### config.mk
export PLATFORM = sky130hd
export DESIGN_NAME = sensor_exposure_gain_programmer
export DESIGN_NICKNAME = d
export VERILOG_FILES = /design/src/hdl/segp_pkg.sv /design/src/hdl/segp_div.sv /design/src/hdl/segp_front.sv /design/src/hdl/segp_fifo.sv /design/src/hdl/segp_back.sv /design/src/hdl/sensor_exposure_gain_programmer.sv
export SDC_FILE = /design/constraint.sdc
export NUM_CORES = 2
export LEC_CHECK = 0
export CAP_MARGIN = 20
export CORE_MARGIN = 5
export CORE_UTILIZATION = 50
export CTS_CLUSTER_SIZE = 10
export DETAILED_ROUTE_END_ITERATION = 16
export DONT_BUFFER_PORTS = 1
export PLACE_DENSITY = 0.68
export SETUP_SLACK_MARGIN = 0.1
export SLEW_MARGIN = 25
export SYNTH_ARGS = -nofsm -noshare
export SYNTH_HDL_FRONTEND = slang
export SYNTH_SLANG_ARGS = --single-unit
### constraint.sdc
create_clock -name clk_i -period 7.7 [get_ports clk_i]
set_input_delay 1.155 -clock clk_i [delete_from_list [all_inputs] [get_ports clk_i]]
set_output_delay 1.155 -clock clk_i [all_outputs]
set_load 0.05 [all_outputs]
### src/hdl/segp_pkg.sv
// Package for the sensor exposure and gain programmer.
// Shared widths, constants, register addresses, enums and beat structs.
// Depends on nothing.
`default_nettype none

package segp_pkg;

  localparam int unsigned UsW      = 23;
  localparam int unsigned GainW    = 24;
  localparam int unsigned NsW      = 16;
  localparam int unsigned RtcW     = 12;
  localparam int unsigned LinesW   = 16;
  localparam int unsigned ClkW     = 12;
  localparam int unsigned VrefhW   = 7;
  localparam int unsigned DW       = 10;
  localparam int unsigned DgW      = 18;
  localparam int unsigned ByteW    = 8;
  localparam int unsigned CfgIdxW  = 3;
  localparam int unsigned CfgDataW = 16;
  localparam int unsigned ProdW    = NsW + RtcW;
  localparam int unsigned DivNumW  = 32;
  localparam int unsigned DivDenW  = 24;
  localparam int unsigned DivCntW  = 6;

  localparam int unsigned QueueDepth = 2;

  // exposure path
  localparam logic [UsW-1:0]     ExpUsMax = UsW'(4294967);
  localparam logic [9:0]         ScaleNs  = 10'd1000;
  localparam logic [DivCntW-1:0] ItLines  = DivCntW'(DivNumW);
  localparam logic [DivCntW-1:0] ItClk    = DivCntW'(ClkW);

  // gain path: vrefh = GainRef / gain, quotient fits in GainIt bits
  localparam int unsigned         GainRef     = 131072;
  localparam int unsigned         GainIt      = 8;
  localparam logic [DivCntW-1:0]  ItGain      = DivCntW'(GainIt);
  localparam logic [DivDenW-1:0]  GainRemInit = DivDenW'(GainRef >> GainIt);
  localparam logic [GainW-1:0]    GainMin     = GainW'(1024);
  localparam logic [GainIt-1:0]   VrefhHi     = 8'h7f;
  localparam logic [GainIt-1:0]   VrefhLo     = 8'h0c;
  localparam logic [GainW-1:0]    G2Min       = GainW'(1024);
  localparam logic [GainW-3:0]    DgainCap    = (GainW-2)'(256 * 3);

  // register reset values
  localparam logic [NsW-1:0]      RstRowNs    = 16'd43010;
  localparam logic [RtcW-1:0]     RstRowClk   = 12'd3096;
  localparam logic [LinesW-1:0]   RstVblank   = 16'd202;
  localparam logic [LinesW-1:0]   RstMaxLines = 16'd930;
  localparam logic [CfgDataW-1:0] RstMinDgain = 16'd307;

  // sensor register map
  localparam logic [ByteW-1:0] AddrVbHi    = 8'h21;
  localparam logic [ByteW-1:0] AddrVbLo    = 8'h22;
  localparam logic [ByteW-1:0] AddrLnHi    = 8'h0c;
  localparam logic [ByteW-1:0] AddrLnLo    = 8'h0d;
  localparam logic [ByteW-1:0] AddrCkHi    = 8'h26;
  localparam logic [ByteW-1:0] AddrCkLo    = 8'h27;
  localparam logic [ByteW-1:0] AddrRestart = 8'h1d;
  localparam logic [ByteW-1:0] AddrVrefh   = 8'hb1;
  localparam logic [ByteW-1:0] AddrDgHi    = 8'hb7;
  localparam logic [ByteW-1:0] AddrDgLo    = 8'hb8;
  localparam logic [ByteW-1:0] RestartData = 8'h02;

  typedef enum logic [CfgIdxW-1:0] {
    CfgRowNs    = 3'd0,
    CfgRowClk   = 3'd1,
    CfgVblank   = 3'd2,
    CfgMaxLines = 3'd3,
    CfgMinDgain = 3'd4
  } segp_cfg_idx_e;

  typedef enum logic [3:0] {
    FsIdle,
    FsScale,
    FsLineGo,
    FsLineWait,
    FsClass,
    FsClkGo,
    FsClkWait,
    FsGainGo,
    FsGainWait,
    FsGainMul,
    FsDgMul,
    FsPush
  } segp_fstate_e;

  typedef enum logic [1:0] {
    ClkRow,
    ClkZero,
    ClkDiv
  } segp_clkm_e;

  typedef enum logic [3:0] {
    StVbHi,
    StVbLo,
    StLnHi,
    StLnLo,
    StCkHi,
    StCkLo,
    StRestart,
    StVrefh,
    StDgHi,
    StDgLo
  } segp_step_e;

  typedef struct packed {
    logic [UsW-1:0]   exposure_us;
    logic [GainW-1:0] gain_q10;
  } segp_in_t;

  typedef struct packed {
    logic [ByteW-1:0]  reg_addr;
    logic [ByteW-1:0]  reg_data;
    logic [LinesW-1:0] exp_lines;
    logic [ClkW-1:0]   exp_clocks;
    logic              last;
  } segp_out_t;

  typedef struct packed {
    logic [NsW-1:0]      row_ns;
    logic [RtcW-1:0]     row_time_clocks;
    logic [LinesW-1:0]   vblank_lines;
    logic [LinesW-1:0]   max_exp_lines;
    logic [CfgDataW-1:0] min_digital_gain;
  } segp_cfg_t;

  typedef struct packed {
    logic               start;
    logic [DivDenW-1:0] rem_init;
    logic [DivNumW-1:0] num;
    logic [DivDenW-1:0] den;
    logic [DivCntW-1:0] iters;
  } segp_div_req_t;

  typedef struct packed {
    logic               done;
    logic [DivNumW-1:0] quo;
    logic [DivDenW-1:0] rem;
  } segp_div_rsp_t;

  typedef struct packed {
    logic [LinesW-1:0] vblank;
    logic [LinesW-1:0] lines;
    logic [ClkW-1:0]   clocks;
    logic [VrefhW-1:0] vrefh;
    logic [DgW-1:0]    dgain;
    logic              vb_chg;
    logic              ln_chg;
    logic              ck_chg;
    logic              dg_chg;
  } segp_job_t;

  typedef struct packed {
    logic       more;
    segp_step_e step;
  } segp_nxt_t;

endpackage

`default_nettype wire

### src/hdl/segp_div.sv
// Iterative restoring divider, one quotient bit per cycle.
// Caller supplies the partial remainder to start from and the bit count.
// Depends on segp_pkg.
`default_nettype none

module segp_div (
  input  wire                   clk_i,
  input  wire                   rst_ni,
  input  segp_pkg::segp_div_req_t req_i,
  output segp_pkg::segp_div_rsp_t rsp_o
);

  logic [segp_pkg::DivCntW-1:0] cnt_q, cnt_d;
  logic                         done_q;
  logic [segp_pkg::DivDenW-1:0] rem_q, den_q;
  logic [segp_pkg::DivNumW-1:0] num_q, quo_q;
  logic [segp_pkg::DivDenW:0]   trial, diff;
  logic                         ge;

  always_comb begin
    trial = {rem_q, num_q[segp_pkg::DivNumW-1]};
    diff  = trial - {1'b0, den_q};
    ge    = trial >= {1'b0, den_q};
    cnt_d = cnt_q;
    if (req_i.start) begin
      cnt_d = req_i.iters;
    end else if (cnt_q != '0) begin
      cnt_d = cnt_q - segp_pkg::DivCntW'(1);
    end
  end

  always_ff @(posedge clk_i or negedge rst_ni) begin
    if (!rst_ni) begin
      cnt_q  <= '0;
      done_q <= 1'b0;
    end else begin
      cnt_q  <= cnt_d;
      done_q <= !req_i.start && (cnt_q == segp_pkg::DivCntW'(1));
    end
  end

  always_ff @(posedge clk_i) begin
    if (req_i.start) begin
      rem_q <= req_i.rem_init;
      num_q <= req_i.num;
      den_q <= req_i.den;
      quo_q <= '0;
    end else if (cnt_q != '0) begin
      rem_q <= ge ? diff[segp_pkg::DivDenW-1:0] : trial[segp_pkg::DivDenW-1:0];
      num_q <= {num_q[segp_pkg::DivNumW-2:0], 1'b0};
      quo_q <= {quo_q[segp_pkg::DivNumW-2:0], ge};
    end
  end

  assign rsp_o.done = done_q;
  assign rsp_o.quo  = quo_q;
  assign rsp_o.rem  = rem_q;

endmodule

`default_nettype wire

### src/hdl/segp_front.sv
// Front end: accepts an update, works out lines, clocks, vrefh and digital
// gain on a shared divider, flags what changed and queues the job.
// Depends on segp_pkg and segp_div.
`default_nettype none

module segp_front (
  input  wire                  clk_i,
  input  wire                  rst_ni,
  input  segp_pkg::segp_cfg_t  cfg_i,
  input  wire                  in_valid_i,
  output logic                 in_stall_o,
  input  segp_pkg::segp_in_t   in_data_i,
  output logic                 push_o,
  output segp_pkg::segp_job_t  push_data_o,
  input  wire                  full_i
);

  segp_pkg::segp_fstate_e state_q, state_d;
  segp_pkg::segp_div_req_t div_req;
  segp_pkg::segp_div_rsp_t div_rsp;

  logic [segp_pkg::UsW-1:0]          us_q;
  logic [segp_pkg::GainW-1:0]        gain_q;
  logic [segp_pkg::DivNumW-1:0]      ns_q;
  logic [segp_pkg::LinesW-1:0]       lines_q;
  segp_pkg::segp_clkm_e              clkm_q;
  logic [segp_pkg::ProdW-1:0]        prod_q;
  logic [segp_pkg::ClkW-1:0]         clocks_q;
  logic [segp_pkg::VrefhW-1:0]       vrefh_q;
  logic [segp_pkg::GainW+segp_pkg::VrefhW-1:0] gv_q;
  logic [segp_pkg::DW+segp_pkg::CfgDataW-1:0]  dm_q;

  logic [segp_pkg::LinesW-1:0] prev_vblank_q;
  logic [segp_pkg::LinesW-1:0] prev_lines_q;
  logic [segp_pkg::ClkW-1:0]   prev_clocks_q;
  logic [segp_pkg::DgW-1:0]    prev_dgain_q;

  logic [segp_pkg::NsW-1:0]              rns;
  logic [segp_pkg::UsW+9:0]              ns_full;
  logic [segp_pkg::ProdW-1:0]            prod_full;
  logic [segp_pkg::DivNumW-1:0]          max32;
  logic [segp_pkg::GainIt-1:0]           vq;
  logic [segp_pkg::GainW+segp_pkg::VrefhW-1:0] gv_full;
  logic [segp_pkg::GainW-1:0]            g2;
  logic [segp_pkg::GainW-3:0]            d_wide;
  logic [segp_pkg::DW-1:0]               d;
  logic [segp_pkg::DW+segp_pkg::CfgDataW-1:0] dm_full;
  logic [segp_pkg::DgW-1:0]              dgain;

  segp_div u_div (
    .clk_i  (clk_i),
    .rst_ni (rst_ni),
    .req_i  (div_req),
    .rsp_o  (div_rsp)
  );

  always_comb begin
    rns       = (cfg_i.row_ns == '0) ? segp_pkg::NsW'(1) : cfg_i.row_ns;
    ns_full   = us_q * segp_pkg::ScaleNs;
    prod_full = div_rsp.rem[segp_pkg::NsW-1:0] * cfg_i.row_time_clocks;
    max32     = segp_pkg::DivNumW'(cfg_i.max_exp_lines);
    vq        = div_rsp.quo[segp_pkg::GainIt-1:0];
    gv_full   = gain_q * vrefh_q;
    g2        = gv_q[segp_pkg::GainW+segp_pkg::VrefhW-1:segp_pkg::VrefhW];
    if (g2 < segp_pkg::G2Min) begin
      g2 = segp_pkg::G2Min;
    end
    d_wide    = g2[segp_pkg::GainW-1:2];
    d         = (d_wide > segp_pkg::DgainCap) ? segp_pkg::DgainCap[segp_pkg::DW-1:0]
                                               : d_wide[segp_pkg::DW-1:0];
    dm_full   = d * cfg_i.min_digital_gain;
    dgain     = dm_q[segp_pkg::DW+segp_pkg::CfgDataW-1:8];
  end

  always_comb begin
    state_d          = state_q;
    in_stall_o       = 1'b1;
    push_o           = 1'b0;
    div_req.start    = 1'b0;
    div_req.rem_init = '0;
    div_req.num      = ns_q;
    div_req.den      = segp_pkg::DivDenW'(rns);
    div_req.iters    = segp_pkg::ItLines;
    unique case (state_q)
      segp_pkg::FsIdle: begin
        in_stall_o = 1'b0;
        if (in_valid_i) begin
          state_d = segp_pkg::FsScale;
        end
      end
      segp_pkg::FsScale:  state_d = segp_pkg::FsLineGo;
      segp_pkg::FsLineGo: begin
        div_req.start = 1'b1;
        state_d       = segp_pkg::FsLineWait;
      end
      segp_pkg::FsLineWait: begin
        if (div_rsp.done) begin
          state_d = segp_pkg::FsClass;
        end
      end
      segp_pkg::FsClass: state_d = segp_pkg::FsClkGo;
      segp_pkg::FsClkGo: begin
        div_req.start    = 1'b1;
        div_req.rem_init = segp_pkg::DivDenW'(prod_q[segp_pkg::ProdW-1:segp_pkg::ClkW]);
        div_req.num      = {prod_q[segp_pkg::ClkW-1:0],
                            {(segp_pkg::DivNumW-segp_pkg::ClkW){1'b0}}};
        div_req.iters    = segp_pkg::ItClk;
        state_d          = segp_pkg::FsClkWait;
      end
      segp_pkg::FsClkWait: begin
        if (div_rsp.done) begin
          state_d = segp_pkg::FsGainGo;
        end
      end
      segp_pkg::FsGainGo: begin
        div_req.start    = 1'b1;
        div_req.rem_init = segp_pkg::GainRemInit;
        div_req.num      = '0;
        div_req.den      = gain_q;
        div_req.iters    = segp_pkg::ItGain;
        state_d          = segp_pkg::FsGainWait;
      end
      segp_pkg::FsGainWait: begin
        if (div_rsp.done) begin
          state_d = segp_pkg::FsGainMul;
        end
      end
      segp_pkg::FsGainMul: state_d = segp_pkg::FsDgMul;
      segp_pkg::FsDgMul:   state_d = segp_pkg::FsPush;
      segp_pkg::FsPush: begin
        if (!full_i) begin
          push_o  = 1'b1;
          state_d = segp_pkg::FsIdle;
        end
      end
      default: state_d = segp_pkg::FsIdle;
    endcase
  end

  always_ff @(posedge clk_i or negedge rst_ni) begin
    if (!rst_ni) begin
      state_q <= segp_pkg::FsIdle;
    end else begin
      state_q <= state_d;
    end
  end

  always_ff @(posedge clk_i or negedge rst_ni) begin
    if (!rst_ni) begin
      prev_vblank_q <= '0;
      prev_lines_q  <= '0;
      prev_clocks_q <= '0;
      prev_dgain_q  <= '1;
    end else if (push_o) begin
      prev_vblank_q <= cfg_i.vblank_lines;
      prev_lines_q  <= lines_q;
      prev_clocks_q <= clocks_q;
      prev_dgain_q  <= dgain;
    end
  end

  always_ff @(posedge clk_i) begin
    if (state_q == segp_pkg::FsIdle && in_valid_i) begin
      us_q   <= (in_data_i.exposure_us > segp_pkg::ExpUsMax) ? segp_pkg::ExpUsMax
                                                             : in_data_i.exposure_us;
      gain_q <= (in_data_i.gain_q10 < segp_pkg::GainMin) ? segp_pkg::GainMin
                                                         : in_data_i.gain_q10;
    end
    if (state_q == segp_pkg::FsScale) begin
      ns_q <= ns_full[segp_pkg::DivNumW-1:0];
    end
    if (state_q == segp_pkg::FsClass) begin
      prod_q <= prod_full;
      if (div_rsp.quo > max32) begin
        lines_q <= cfg_i.max_exp_lines;
        clkm_q  <= segp_pkg::ClkRow;
      end else if (div_rsp.quo == max32) begin
        lines_q <= cfg_i.max_exp_lines;
        clkm_q  <= segp_pkg::ClkDiv;
      end else if (div_rsp.quo == '0) begin
        lines_q <= segp_pkg::LinesW'(1);
        clkm_q  <= segp_pkg::ClkZero;
      end else begin
        lines_q <= div_rsp.quo[segp_pkg::LinesW-1:0];
        clkm_q  <= segp_pkg::ClkDiv;
      end
    end
    if (state_q == segp_pkg::FsClkWait && div_rsp.done) begin
      unique case (clkm_q)
        segp_pkg::ClkRow:  clocks_q <= cfg_i.row_time_clocks;
        segp_pkg::ClkZero: clocks_q <= '0;
        segp_pkg::ClkDiv:  clocks_q <= div_rsp.quo[segp_pkg::ClkW-1:0];
        default:           clocks_q <= '0;
      endcase
    end
    if (state_q == segp_pkg::FsGainWait && div_rsp.done) begin
      if (vq > segp_pkg::VrefhHi) begin
        vrefh_q <= segp_pkg::VrefhHi[segp_pkg::VrefhW-1:0];
      end else if (vq < segp_pkg::VrefhLo) begin
        vrefh_q <= segp_pkg::VrefhLo[segp_pkg::VrefhW-1:0];
      end else begin
        vrefh_q <= vq[segp_pkg::VrefhW-1:0];
      end
    end
    if (state_q == segp_pkg::FsGainMul) begin
      gv_q <= gv_full;
    end
    if (state_q == segp_pkg::FsDgMul) begin
      dm_q <= dm_full;
    end
  end

  always_comb begin
    push_data_o.vblank = cfg_i.vblank_lines;
    push_data_o.lines  = lines_q;
    push_data_o.clocks = clocks_q;
    push_data_o.vrefh  = vrefh_q;
    push_data_o.dgain  = dgain;
    push_data_o.vb_chg = cfg_i.vblank_lines != prev_vblank_q;
    push_data_o.ln_chg = lines_q != prev_lines_q;
    push_data_o.ck_chg = clocks_q != prev_clocks_q;
    push_data_o.dg_chg = dgain != prev_dgain_q;
  end

endmodule

`default_nettype wire

### src/hdl/segp_fifo.sv
// Short job queue between the front end and the write sequencer.
// Depth from segp_pkg::QueueDepth, flop storage.
// Depends on segp_pkg.
`default_nettype none

module segp_fifo (
  input  wire                  clk_i,
  input  wire                  rst_ni,
  input  wire                  push_i,
  input  segp_pkg::segp_job_t  push_data_i,
  output logic                 full_o,
  input  wire                  pop_i,
  output segp_pkg::segp_job_t  pop_data_o,
  output logic                 empty_o
);

  localparam int unsigned PtrW = (segp_pkg::QueueDepth > 1) ?
                                 $clog2(segp_pkg::QueueDepth) : 1;
  localparam int unsigned CntW = $clog2(segp_pkg::QueueDepth + 1);
  localparam logic [PtrW-1:0] PtrLast = PtrW'(segp_pkg::QueueDepth - 1);
  localparam logic [CntW-1:0] CntFull = CntW'(segp_pkg::QueueDepth);

  segp_pkg::segp_job_t entries_q [segp_pkg::QueueDepth];
  logic [PtrW-1:0] wr_ptr_q, rd_ptr_q;
  logic [CntW-1:0] count_q;
  logic            do_push, do_pop;

  assign full_o     = count_q == CntFull;
  assign empty_o    = count_q == '0;
  assign do_push    = push_i && !full_o;
  assign do_pop     = pop_i && !empty_o;
  assign pop_data_o = entries_q[rd_ptr_q];

  always_ff @(posedge clk_i or negedge rst_ni) begin
    if (!rst_ni) begin
      wr_ptr_q <= '0;
      rd_ptr_q <= '0;
      count_q  <= '0;
    end else begin
      if (do_push) begin
        wr_ptr_q <= (wr_ptr_q == PtrLast) ? '0 : wr_ptr_q + PtrW'(1);
      end
      if (do_pop) begin
        rd_ptr_q <= (rd_ptr_q == PtrLast) ? '0 : rd_ptr_q + PtrW'(1);
      end
      if (do_push && !do_pop) begin
        count_q <= count_q + CntW'(1);
      end else if (do_pop && !do_push) begin
        count_q <= count_q - CntW'(1);
      end
    end
  end

  always_ff @(posedge clk_i) begin
    if (do_push) begin
      entries_q[wr_ptr_q] <= push_data_i;
    end
  end

endmodule

`default_nettype wire

### src/hdl/segp_back.sv
// Write sequencer: takes one job from the queue and emits its sensor
// register writes through an output register, one beat per cycle while not stalled.
// Depends on segp_pkg.
`default_nettype none

module segp_back (
  input  wire                  clk_i,
  input  wire                  rst_ni,
  input  wire                  empty_i,
  output logic                 pop_o,
  input  segp_pkg::segp_job_t  job_i,
  output logic                 out_valid_o,
  input  wire                  out_stall_i,
  output segp_pkg::segp_out_t  out_data_o
);

  logic                busy_q, out_valid_q, load_out;
  segp_pkg::segp_step_e step_q, first_step;
  segp_pkg::segp_job_t job_q;
  segp_pkg::segp_out_t out_q;
  segp_pkg::segp_nxt_t nxt;
  logic [segp_pkg::ByteW-1:0] addr, data;

  always_comb begin
    priority if (job_i.vb_chg) begin
      first_step = segp_pkg::StVbHi;
    end else if (job_i.ln_chg) begin
      first_step = segp_pkg::StLnHi;
    end else if (job_i.ck_chg) begin
      first_step = segp_pkg::StCkHi;
    end else begin
      first_step = segp_pkg::StRestart;
    end
  end

  always_comb begin
    nxt.more = 1'b1;
    nxt.step = segp_pkg::StRestart;
    addr     = segp_pkg::AddrRestart;
    data     = segp_pkg::RestartData;
    unique case (step_q)
      segp_pkg::StVbHi: begin
        addr     = segp_pkg::AddrVbHi;
        data     = job_q.vblank[15:8];
        nxt.step = segp_pkg::StVbLo;
      end
      segp_pkg::StVbLo: begin
        addr     = segp_pkg::AddrVbLo;
        data     = job_q.vblank[7:0];
        nxt.step = job_q.ln_chg ? segp_pkg::StLnHi :
                   job_q.ck_chg ? segp_pkg::StCkHi : segp_pkg::StRestart;
      end
      segp_pkg::StLnHi: begin
        addr     = segp_pkg::AddrLnHi;
        data     = job_q.lines[15:8];
        nxt.step = segp_pkg::StLnLo;
      end
      segp_pkg::StLnLo: begin
        addr     = segp_pkg::AddrLnLo;
        data     = job_q.lines[7:0];
        nxt.step = job_q.ck_chg ? segp_pkg::StCkHi : segp_pkg::StRestart;
      end
      segp_pkg::StCkHi: begin
        addr     = segp_pkg::AddrCkHi;
        data     = segp_pkg::ByteW'(job_q.clocks[segp_pkg::ClkW-1:8]);
        nxt.step = segp_pkg::StCkLo;
      end
      segp_pkg::StCkLo: begin
        addr     = segp_pkg::AddrCkLo;
        data     = job_q.clocks[7:0];
        nxt.step = segp_pkg::StRestart;
      end
      segp_pkg::StRestart: begin
        nxt.step = segp_pkg::StVrefh;
      end
      segp_pkg::StVrefh: begin
        addr     = segp_pkg::AddrVrefh;
        data     = segp_pkg::ByteW'(job_q.vrefh);
        nxt.more = job_q.dg_chg;
        nxt.step = segp_pkg::StDgHi;
      end
      segp_pkg::StDgHi: begin
        addr     = segp_pkg::AddrDgHi;
        data     = job_q.dgain[15:8];
        nxt.step = segp_pkg::StDgLo;
      end
      segp_pkg::StDgLo: begin
        addr     = segp_pkg::AddrDgLo;
        data     = job_q.dgain[7:0];
        nxt.more = 1'b0;
      end
      default: nxt.more = 1'b0;
    endcase
  end

  assign load_out = busy_q && (!out_valid_q || !out_stall_i);
  assign pop_o    = !busy_q && !empty_i;

  always_ff @(posedge clk_i or negedge rst_ni) begin
    if (!rst_ni) begin
      busy_q      <= 1'b0;
      out_valid_q <= 1'b0;
      step_q      <= segp_pkg::StRestart;
    end else begin
      if (pop_o) begin
        busy_q <= 1'b1;
        step_q <= first_step;
      end else if (load_out) begin
        if (nxt.more) begin
          step_q <= nxt.step;
        end else begin
          busy_q <= 1'b0;
        end
      end
      if (load_out) begin
        out_valid_q <= 1'b1;
      end else if (!out_stall_i) begin
        out_valid_q <= 1'b0;
      end
    end
  end

  always_ff @(posedge clk_i) begin
    if (pop_o) begin
      job_q <= job_i;
    end
    if (load_out) begin
      out_q.reg_addr   <= addr;
      out_q.reg_data   <= data;
      out_q.exp_lines  <= job_q.lines;
      out_q.exp_clocks <= job_q.clocks;
      out_q.last       <= !nxt.more;
    end
  end

  assign out_valid_o = out_valid_q;
  assign out_data_o  = out_q;

endmodule

`default_nettype wire

### src/hdl/sensor_exposure_gain_programmer.sv
// Top level of the sensor exposure and gain programmer: config registers,
// front end, job queue and write sequencer. Depends on segp_pkg and submodules.
// In the front end an update runs a 32-step line division,
// a 12-step clock division and an 8-step vrefh division on one shared divider.
// Write beats then follow via the queue, one per cycle unless stalled (2..10 per update).
// Reset is asynchronous, active low: config and control registers take their defaults at once.
`default_nettype none

module sensor_exposure_gain_programmer (
  input  wire                                  clk_i,
  input  wire                                  rst_ni,
  input  wire                                  in_valid_i,
  output logic                                 in_stall_o,
  input  segp_pkg::segp_in_t                   in_data_i,
  output logic                                 out_valid_o,
  input  wire                                  out_stall_i,
  output segp_pkg::segp_out_t                  out_data_o,
  input  wire                                  cfg_valid_i,
  output logic                                 cfg_ready_o,
  input  wire [segp_pkg::CfgIdxW-1:0]          cfg_index_i,
  input  wire [segp_pkg::CfgDataW-1:0]         cfg_data_i
);

  segp_pkg::segp_cfg_t cfg_q;
  segp_pkg::segp_job_t push_data, pop_data;
  logic push, full, pop, empty;

  assign cfg_ready_o = 1'b1;

  always_ff @(posedge clk_i or negedge rst_ni) begin
    if (!rst_ni) begin
      cfg_q.row_ns           <= segp_pkg::RstRowNs;
      cfg_q.row_time_clocks  <= segp_pkg::RstRowClk;
      cfg_q.vblank_lines     <= segp_pkg::RstVblank;
      cfg_q.max_exp_lines    <= segp_pkg::RstMaxLines;
      cfg_q.min_digital_gain <= segp_pkg::RstMinDgain;
    end else if (cfg_valid_i && cfg_ready_o) begin
      unique case (cfg_index_i)
        segp_pkg::CfgRowNs:    cfg_q.row_ns           <= cfg_data_i;
        segp_pkg::CfgRowClk:   cfg_q.row_time_clocks  <= cfg_data_i[segp_pkg::RtcW-1:0];
        segp_pkg::CfgVblank:   cfg_q.vblank_lines     <= cfg_data_i;
        segp_pkg::CfgMaxLines: cfg_q.max_exp_lines    <= cfg_data_i;
        segp_pkg::CfgMinDgain: cfg_q.min_digital_gain <= cfg_data_i;
        default: ;
      endcase
    end
  end

  segp_front u_front (
    .clk_i       (clk_i),
    .rst_ni      (rst_ni),
    .cfg_i       (cfg_q),
    .in_valid_i  (in_valid_i),
    .in_stall_o  (in_stall_o),
    .in_data_i   (in_data_i),
    .push_o      (push),
    .push_data_o (push_data),
    .full_i      (full)
  );

  segp_fifo u_fifo (
    .clk_i       (clk_i),
    .rst_ni      (rst_ni),
    .push_i      (push),
    .push_data_i (push_data),
    .full_o      (full),
    .pop_i       (pop),
    .pop_data_o  (pop_data),
    .empty_o     (empty)
  );

  segp_back u_back (
    .clk_i       (clk_i),
    .rst_ni      (rst_ni),
    .empty_i     (empty),
    .pop_o       (pop),
    .job_i       (pop_data),
    .out_valid_o (out_valid_o),
    .out_stall_i (out_stall_i),
    .out_data_o  (out_data_o)
  );

endmodule

`default_nettype wire
==> flow_summary_export.csv <==
group,metric,value,unit
run_status,status,"finished, final reports clean",
grt,grt_first_pass_wirelength,165100,um
setup_path,critical_path_arrival,7.55,ns
setup_path,endpoint_kind,"register",
detailed_routing,detailedRoute.firstPassIterationCount,5,
placement,globalplace.congestion,0.8934,
setup_path,cp-start-kind,"register",
floorplan,ios,119,
pwr,switching_share,36.05,%
finish,final_cell_mix,"530 x sky130_fd_sc_hd__nand2_1, 514 x sky130_fd_sc_hd__edfxtp_1, 449 x sky130_fd_sc_hd__inv_1",
finish,flow.area_growth_from_synthesis,8.087,%
grt,grt_max_degree,160,
logic_synthesis,average_cell_area_after_synthesis,11.70,sq um
timing,max_slew_margin,30.05,%
pwr,power.combinational.fraction,39.2,%
logic_synthesis,synth_seq_area_share,42.46,%
timing,report.final.hold_viol_count,0,
timing,worst_clock_skew,0.02607,ns
placement,dp_hpwl,74930,um
timing,timing.final.crit_share,93.03,%
clock_network,ctsHoldBuffers,0,
timing,timing.final.max_slew_violations,0,
floorplan,dieWidth,317.8,um
setup_path,worst-endpoint-required,8.08,ns
clock_network,clockBufferDepth,3,
timing,fmaxAchievable,0.1396,GHz
clock_network,worstSkewPairLatency,0.64,ns
logic_synthesis,yosys_most_used_dff,"sky130_fd_sc_hd__edfxtp_1",
grt,gr-usage-all-layers,20.29,%
detailed_routing,drt_first_iter_violations,2023,
logic_synthesis,ys_seq_elements,705,
logic_synthesis,synthArstFlopShare,22.55,%
grt,grt_antenna_before_repair,0,
logic_synthesis,yosysWarningCount,0,
logic_synthesis,syn_nets,4835,
timing,finalWorstPathRequiredPeriod,7.163,ns
pwr,clock_power_share,25.2,%
grt,grt_pass1_vias,29824,
setup_path,critPathMaxFanout,13,
placement,port_buffers,0,
pwr,power.sequential.fraction,35.6,%
floorplan,design.die.area,101000,sq um
setup_path,cp_slowest_cell,"sky130_fd_sc_hd__fa_1",
floorplan,fp-row-count,112,
timing,hold-worst-slack,0.2018,ns
logic_synthesis,yosys.area.top_type_share,32.59,%
logic_synthesis,post_synth_inst_count,4046,
clock_network,h-tree-depth,3,
clock_network,ctsRootBufferMaster,"sky130_fd_sc_hd__clkbuf_16",
clock_network,clock_tree_from_tritoncts,"done",
detailed_routing,detail_route.wirelength,102100,um
timing,totalNegativeSetupSlack,0,ns
timing,setup_repair_after_global_routing_missed_its_margin,"no",
clock_network,numCtsBuffers,84,
worst_hold_path,classification_of_the_worst_slack_hold_path,"in2async",
pwr,power.switching,5.242,mW
pwr,cellPowerDensity,284.1,nW/um^2
clock_network,cts.repair_timing.setup_buffer_count,0,
floorplan,design.core.area,93610,sq um
logic_synthesis,yosys.area.top_type,"sky130_fd_sc_hd__edfxtp_1",
setup_path,critPathTopFamily,"adder cells",
finish,num-nets-final,4769,
grt,grt.overflow.total,0,
clock_network,cts.clk_slew.worst_paths,0.05,ns
pwr,power.total,14.54,mW
setup_path,critical_path.n_buffers_inverters,2,
timing,tightest_slew,1.049,ns
flow_run,cap_violations,0,
pwr,cellInternalPower,9.299,mW
pwr,vdd_ir_drop_max,452.1,uV
detailed_routing,post-route-drc-count,0,
finish,mostFrequentLayoutCell,"sky130_fd_sc_hd__nand2_1",
floorplan,die_h,317.8,um
clock_network,clkSinkCount,705,
detailed_routing,num_vias,29122,
logic_synthesis,post_synth_main_area_contributors,"sky130_fd_sc_hd__edfxtp_1 33%, sky130_fd_sc_hd__fa_1 19%, sky130_fd_sc_hd__ha_1 7.3%",
setup_path,cell_by_cell_listing_of_the_critical_path,"nor4_1 > and3_1 > o211a_1 > and2_0 > buf_4 > nand2_1 > fa_1 > inv_1 > fa_1 > fa_1 > fa_1 > fa_1 > ha_1 > a2111o_1 > a211o_1 > a41oi_2 > nor3_2 > a2111oi_4 > o31ai_2 > a21oi_2 > o21bai_2 > a21oi_2 > xnor2_1",
clock_network,count_of_cells_resized_by_post_cts_repair,0,
detailed_routing,antenna_left,0,
setup_path,cpMostUsedCell,"sky130_fd_sc_hd__fa_1",
pwr,leakage,22.07,nW
finish,final_cell_count_no_fill,5300,
logic_synthesis,yosysUniqueCellTypes,77,
setup_path,timing.setup.critical_path_class,"reg2reg",
floorplan,floorplan.initialDensity,50.59,%
logic_synthesis,synth_edf_count,514,
finish,fin_util,54.68,%
placement,placed_cells_incl_taps,5141,
logic_synthesis,synthesis.area,47360,sq um
finish,layout_cell_share_with_drive_strength_beyond_1,11.25,%
timing,setup_viol_count_final,0,
detailed_routing,detail_route.vias_per_cell,5.495,
detailed_routing,avgRoutedWirePerCell,19.26,um
setup_path,max_stage_delay,0.55,ns
cells by family after synthesis:
group / Yosys count / share of synthesized area, %
compound gates: 434 / 5.902
xor+xnor: 180 / 3.329
fa+ha+maj: 718 / 25.95
buf+inv: 644 / 5.139
flops: 705 / 42.46
mux: 270 / 6.344
other cells: 2 / 0.01586
simple gates: 1093 / 10.87
worst register-to-register path, cell delays in order (launching register included):
cell                        delay (ns)
sky130_fd_sc_hd__edfxtp_1         0.35
sky130_fd_sc_hd__nor4_1           0.31
sky130_fd_sc_hd__and3_1           0.35
sky130_fd_sc_hd__o211a_1          0.30
sky130_fd_sc_hd__and2_0           0.20
sky130_fd_sc_hd__buf_4            0.22
sky130_fd_sc_hd__nand2_1          0.10
sky130_fd_sc_hd__fa_1             0.55
sky130_fd_sc_hd__inv_1            0.05
sky130_fd_sc_hd__fa_1             0.52
sky130_fd_sc_hd__fa_1             0.46
sky130_fd_sc_hd__fa_1             0.54
sky130_fd_sc_hd__fa_1             0.50
sky130_fd_sc_hd__ha_1             0.24
sky130_fd_sc_hd__a2111o_1         0.38
sky130_fd_sc_hd__a211o_1          0.29
sky130_fd_sc_hd__a41oi_2          0.20
sky130_fd_sc_hd__nor3_2           0.14
sky130_fd_sc_hd__a2111oi_4        0.49
sky130_fd_sc_hd__o31ai_2          0.17
sky130_fd_sc_hd__a21oi_2          0.22
sky130_fd_sc_hd__o21bai_2         0.10
sky130_fd_sc_hd__a21oi_2          0.15
sky130_fd_sc_hd__xnor2_1          0.07
area by class of cell:
type	instances	area, sq um
Antenna cell	1	2.502
Clock buffer	137	2342
Clock inverter	14	214.0
Fill cell	8018	42420
Inverter	451	1693
Multi-Input combinational cell	2697	24900
Sequential cell	705	20110
Tap cell	1254	1569
Timing Repair Buffer	41	355.3
flip-flops by register name, summed over array words and instances (netlist names), 24 cells and up:
register and flops:
u_front.gain_q 24, cfg_q 76, u_back.job_q 70, u_front.ns_q 29, u_front.u_div.rem_q 24, u_front.u_div.num_q 29
u_front.u_div.quo_q 32, u_fifo.entries_q 142, u_front.prod_q 28, u_back.out_data_o 44, u_front.u_div.den_q 24
synthesized netlist by cell type (all sizes together) (19+ instances only):
master / instances
edfxtp: 514
a22o: 21
nand4: 24
nor4: 33
a21o: 44
and2: 167
mux2: 231
xor2: 84
nor2b: 19
nor3: 35
dfxtp: 32
clkbuf: 179
o21ai: 82
dfstp: 42
and3: 81
ha: 278
xnor2: 96
inv: 451
fa: 440
nor2: 122
mux2i: 38
a21oi: 154
o21a: 22
nand2: 532
nand3: 28
dfrtp: 117
nand2b: 28
final timing paths:
path,cells after the start,from,to,slack (ns)
min in group clk_i,2,u_front.u_div.quo_q[31],u_front.u_div.quo_q[31],0.45
hold / removal,0,rst_ni,u_fifo.rd_ptr_q,0.20
hold reg to reg,2,u_front.u_div.quo_q[31],u_front.u_div.quo_q[31],0.45
setup / recovery,23,u_front.gv_q[23],u_front.dm_q[25],0.54
setup reg to reg,23,u_front.gv_q[23],u_front.dm_q[25],0.54
max in group asynchronous,0,rst_ni,cfg_q[25],7.10
metrics by stage:
step | cell area (sq um) | worst slack (ns)
global placement | 48510 | 0.5736
CTS | 51080 | 0.5393
finish | 51190 | 0.5369
floorplan | 47360 | 0.9563
global route | 51180 | 0.1387
detailed placement | 48530 | 0.5274
power groups by stage:
stage                     clock network (mW)  registers, mW  logic (mW)
after floorplan                            0           5.00        4.50
after global placement                     0           5.24        5.53
after detailed placement                   0           5.24        5.59
after CTS                               3.75           5.17        5.70
after global routing                    3.91           5.20        6.44
final                                   3.67           5.18        5.70
metal layers:
metal | track usage [%] | vias up | part of all wire, %
met1 | 28.41 | 14667 | 44
met4 | 5.817 | 0 | 2.8
met3 | 4.779 | 164 | 6.9
met2 | 32.02 | 834 | 46
met5 | 0 | - | 0
li1 | - | 13457 | -
(Power assumes the default switching activity.)
